**config.mk**
```make
export PLATFORM = sky130hd
export DESIGN_NAME = ghc_cell
export DESIGN_NICKNAME = d
export VERILOG_FILES = /design/src/rtl/ghc_pkg.sv /design/src/rtl/ghc_ram.sv /design/src/rtl/ghc_cell.sv
export SDC_FILE = /design/constraint.sdc
export NUM_CORES = 2
export LEC_CHECK = 0
export BUFFER_PORTS_ARGS = -buffer_cell sky130_fd_sc_hd__buf_4
export CAP_MARGIN = 25
export CORE_AREA = 2 2 370 372
export DETAILED_ROUTE_END_ITERATION = 7
export DIE_AREA = 0 0 372 374
export GPL_TIMING_DRIVEN = 0
export PLACE_DENSITY = 0.78
export RECOVER_POWER = 100
export SETUP_SLACK_MARGIN = 0.3
export SLEW_MARGIN = 20
export SYNTH_ARGS = -nofsm -noshare
export SYNTH_HDL_FRONTEND = slang
export SYNTH_HIERARCHICAL = 1
export SYNTH_SLANG_ARGS = --single-unit
```
**constraint.sdc**
```tcl
create_clock -name i_clk -period 5.3 [get_ports i_clk]
set_input_delay 0.265 -clock i_clk [delete_from_list [all_inputs] [get_ports i_clk]]
set_output_delay 0.265 -clock i_clk [all_outputs]
set_load 0.03 [all_outputs]
```
**src/rtl/ghc_pkg.sv**
```systemverilog
package ghc_pkg;

    // Table geometry
    localparam int MAX_CLUSTERS = 64;
    localparam int MAX_LEN      = 256;
    localparam int CL_W         = $clog2(MAX_CLUSTERS);
    localparam int CNT_W        = $clog2(MAX_CLUSTERS + 1);
    localparam int ADDR_W       = $clog2(MAX_LEN);

    // Field and counter widths
    localparam int CH_W  = 8;
    localparam int MIS_W = 9;
    localparam int POS_W = 9;
    localparam int NUM_W = 16;

    localparam logic [MIS_W-1:0] MIS_SAT    = '1;
    localparam logic [POS_W-1:0] POS_SAT    = '1;
    localparam logic [NUM_W-1:0] NUM_SAT    = '1;
    localparam logic [MIS_W-1:0] EMPTY_DIST = MIS_W'(256);

    // Configuration register indexes
    localparam logic REG_MAX_DIST = 1'b0;
    localparam logic REG_READ_LEN = 1'b1;

    typedef enum logic [1:0] {
        S_IDLE,
        S_CMP,
        S_SCAN,
        S_DONE
    } t_state;

    // Broadcast control from the sequencer to every cell
    typedef struct packed {
        logic              clear;
        logic              shift;
        logic              cmp;
        logic              wr;
        logic [CNT_W-1:0]  count;
        logic [ADDR_W-1:0] rd_addr;
        logic [ADDR_W-1:0] wr_addr;
        logic [CH_W-1:0]   ch;
    } t_cell_ctl;

endpackage

```
**src/rtl/ghc_ram.sv**
```systemverilog
module ghc_ram #(
    parameter int WIDTH = 8,
    parameter int DEPTH = 256
) (
    input  logic                     i_clk,
    input  logic                     i_we,
    input  logic [$clog2(DEPTH)-1:0] i_waddr,
    input  logic [WIDTH-1:0]         i_wdata,
    input  logic [$clog2(DEPTH)-1:0] i_raddr,
    output logic [WIDTH-1:0]         o_rdata
);

    logic [WIDTH-1:0] r_mem [DEPTH];
    logic [WIDTH-1:0] r_rdata;

    // One write port and one registered read port.
    always_ff @(posedge i_clk) begin
        if (i_we) begin
            r_mem[i_waddr] <= i_wdata;
        end
        r_rdata <= r_mem[i_raddr];
    end

    assign o_rdata = r_rdata;

endmodule

```
**src/rtl/ghc_cell.sv**
```systemverilog
module ghc_cell (
    input  logic                       i_clk,
    input  logic                       i_rst_n,
    input  ghc_pkg::t_cell_ctl         i_ctl,
    input  logic [ghc_pkg::CL_W-1:0]   i_idx,
    input  logic [ghc_pkg::MIS_W-1:0]  i_cnt_next,
    output logic [ghc_pkg::MIS_W-1:0]  o_cnt
);
    import ghc_pkg::*;

    logic [CH_W-1:0]  w_rdata;
    logic             w_active;
    logic             w_owner;
    logic [MIS_W-1:0] r_cnt;
    logic [MIS_W-1:0] n_cnt;

    // A cell holds one centroid; the next free cell captures the read in progress.
    assign w_active = CNT_W'(i_idx) < i_ctl.count;
    assign w_owner  = CNT_W'(i_idx) == i_ctl.count;

    ghc_ram #(
        .WIDTH (CH_W),
        .DEPTH (MAX_LEN)
    ) u_store (
        .i_clk   (i_clk),
        .i_we    (i_ctl.wr && w_owner),
        .i_waddr (i_ctl.wr_addr),
        .i_wdata (i_ctl.ch),
        .i_raddr (i_ctl.rd_addr),
        .o_rdata (w_rdata)
    );

    // Mismatch count: cleared per read, bumped on each differing character,
    // and shifted toward the head of the chain during the minimum scan.
    always_comb begin
        n_cnt = r_cnt;
        if (i_ctl.clear) begin
            n_cnt = '0;
        end else if (i_ctl.shift) begin
            n_cnt = i_cnt_next;
        end else if (i_ctl.cmp && w_active && (w_rdata != i_ctl.ch) && (r_cnt != MIS_SAT)) begin
            n_cnt = r_cnt + MIS_W'(1);
        end
    end

    always_ff @(posedge i_clk) begin
        if (!i_rst_n) begin
            r_cnt <= '0;
        end else begin
            r_cnt <= n_cnt;
        end
    end

    assign o_cnt = r_cnt;

endmodule

```
==> results.md <==
* Status: finished, violations left
* Failing checks: design-rule violations, max-capacitance violations, max-slew violations
* Vias at 44700
* DRT Pass-1 Iters at 8
* Vias in the first global route at 42900
* Cell variety after synth at 65
* Hold Startpoint: i_ctl[33]
* Grt ovf at 0
* Setup ws final at 567 ps
* First-pass GRT wire length at 326000 µm
* Clock buffer depth at 3
* Synth Instances at 3835
* FILL cells at 8131
* CP delay by family, top: buffers and inverters
* Die area at 139000 µm²
* Seq cells post-synth at 2065
* Final worst path period need at 4730 ps
* Sum of negative setup slack at 0 ps
* CP arrival at 5460 ps
* Crit. End Element: register
* Number of enable flip-flop cells after synthesis at 2048
* Tcrit/Tclk final at 0.893
* DRT iter0 DRCs at 8344
* Initial antenna violation count at 15
* Worst path bufs/invs at 5
* Die H at 374 µm
* H-tree levels at 4
* Critical path class: primary input to register
* Num rows at 135
* Top cells by area, synth: edfxtp_1 (77%), mux4_2 (13%), mux2i_1 (1.7%)
* Gpl congestion at 1.01
* Post-Syn Nets at 3895
* Post-CTS sizing at 0
* Detail Route Antenna Nets at 0
* Pre-CTS setup slack at 1020 ps
* Max-slew headroom at -1.40
* Cell area after synthesis at 80400 µm²
* Clk sinks at 2065
* Drt wl/cell at 38.6 µm
* Crit-path most repeated cell: clkbuf_1
* # nets final at 4225
* Largest net degree at the start of global routing at 142
* Crit-path slowest cell: clkbuf_1
* Max FO, Critical Path at 10
* Die extent in x at 372 µm
* Worst skew pair latency at 830 ps
* Final WL at 237000 µm
* Clock-pin slew on the worst setup and hold paths at 60 ps
* Async set-reset flop share out of synthesis at 0
* Synth-to-Final Area Change at 12.2%
* Port buffer count at 54
* PD cells at 373 nW/µm²
* Worst slew pin tran at 3600 ps
* Post-DP HPWL at 152000 µm
* Fraction of layout cells with a size suffix above 1 at 0.214
* P_leak at 28.0 nW
* Fin. Hold Viols at 0
* Root Buffer: clkbuf_16
* Startpoint type of the worst setup path: primary input
* Initial core utilization at 0.596
* CTS tree: done
* Setup Buffers After CTS at 0
* Sequential share of the synthesized area at 0.769
* Crit path from: i_ctl[19]
* Power, Total at 0.0336 W
* Total GRT Usage at 0.343
* # DRC at 32
* Area fraction of the dominant cell type after synthesis at 0.765
* Via density at 7.29
* Post-route cell area at 90200 µm²
* Worst vdd ir at 0.340 mV
* Hold crit path type: primary input to register
* Core ar. at 135000 µm²
* CP cell instances: clkbuf_1 -> clkbuf_1 -> clkbuf_1 -> clkbuf_1 -> nor2b_1 -> o221ai_1 -> nor2_1 -> nor4_2 -> clkbuf_1 -> nor4_1
* Yosys warnings at 6
* Clock skew at 24.2 ps
* Fmax at 211 MHz
* Worst r2r src: u_store/r_mem[83][3]$_DFFE_PP_
* CTS buffer count at 195
* I/O pin cnt at 61
* Mean post-synth cell area at 21.0 µm²
* Synth Flop Type: edfxtp_1
* # setup viols final at 0
* MaxCap Viol Count at 16
* Most frequent cells in the layout: edfxtp_1 (2048), mux4_2 (454), nor2_1 (288), clkbuf_16 (199), clkbuf_1 (179)
* Hold_buf cts at 30
* Max incr delay on CP at 1270 ps
* Most common cell after layout, fill and taps aside: edfxtp_1
* RSZ-0062 raised after global routing: false
* Fin. max-slew vios at 761
* Placement Cell Area at 84000 µm²
* Finished Core Util at 0.668
* Area leader, netlist: edfxtp_1
* WP data required at 6030 ps
## routing by layer
| layer | vias up | track usage | share of wire |
|---|---|---|---|
| met5 | - | 0.00280 | 0.00029 |
| met4 | 8 | 0.199 | 0.073 |
| met2 | 4350 | 0.497 | 0.44 |
| met1 | 22700 | 0.449 | 0.32 |
| li1 | 16800 | - | - |
| met3 | 885 | 0.129 | 0.16 |
## tightest hold or removal path, stage by stage
cell	delay, ps
buf_4	80
clkbuf_1	320
a311o_1	230
## cell families (layout without fill, tap and decap cells)
family,Yosys count,count (layout),synth area share
mux,597,597,0.145
simple gates,510,510,0.0293
buf+inv,244,738,0.0185
fa+ha+maj,8,8,0.00125
compound gates,401,401,0.0350
xor+xnor,10,10,0.00109
other cells,0,20,0
flops,2065,2065,0.769
## worst paths after layout
check,end,slack (ps),cells past startpoint
min reg2reg,o_cnt[7]$_SDFFE_PP0P_,670,2
min,o_cnt[7]$_SDFFE_PP0P_,110,3
max,u_store/o_rdata[4]$_DFF_P_,570,10
max reg2reg,u_store/o_rdata[3]$_DFF_P_,1560,6
## cells in the mapped netlist, types with 5 or more instances
cell type	n
a211oi_1	17
a21oi_1	101
a221oi_1	13
a22o_1	8
a22oi_1	133
and2_1	6
buf_1	22
buf_12	8
buf_2	31
buf_4	27
buf_6	21
buf_8	13
clkbuf_1	113
dfxtp_1	17
edfxtp_1	2048
ha_1	8
inv_1	8
mux2i_1	139
mux4_2	454
nand2_1	42
nand2b_1	9
nand3_1	42
nand4_1	13
nor2_1	288
nor2b_1	32
nor3_1	25
nor4_1	24
o211ai_1	11
o21ai_0	15
o221ai_1	46
o22a_1	5
o22ai_1	28
xnor2_1	10
## area by class of cell
type / count / area, µm² / area share
antenna: 20 / 50.0 / 0.000555
buffer: 235 / 1470 / 0.0163
clock buffer: 241 / 5140 / 0.0570
clock inverter: 120 / 1100 / 0.0122
inverter: 9 / 33.8 / 0.000375
multi-input combinational: 1526 / 17100 / 0.189
sequential: 2065 / 61800 / 0.686
tap: 1781 / 2230 / 0.0247
timing repair buffer: 133 / 1260 / 0.0140
## power by group
part           switching (W)  internal, W  total (W)
Combinational        0.00129     0.000615    0.00190
Sequential        0.00000935       0.0180     0.0180
Clock                0.00596      0.00780     0.0138
## sequential cells by signal (all words and copies together) (netlist names)
| signal | cells |
|---|---|
| u_store/r_mem | 2048 |
| o_cnt | 9 |
| u_store/o_rdata | 8 |
## per-stage QoR
step                instances  hold slack (ps)
CTS                      6098             52.4
detailed placement       5707              496
global route             6110              141
floorplan                3835              364
global placement         5670              495
finish                   6130              107
(Power assumes the default switching activity.)
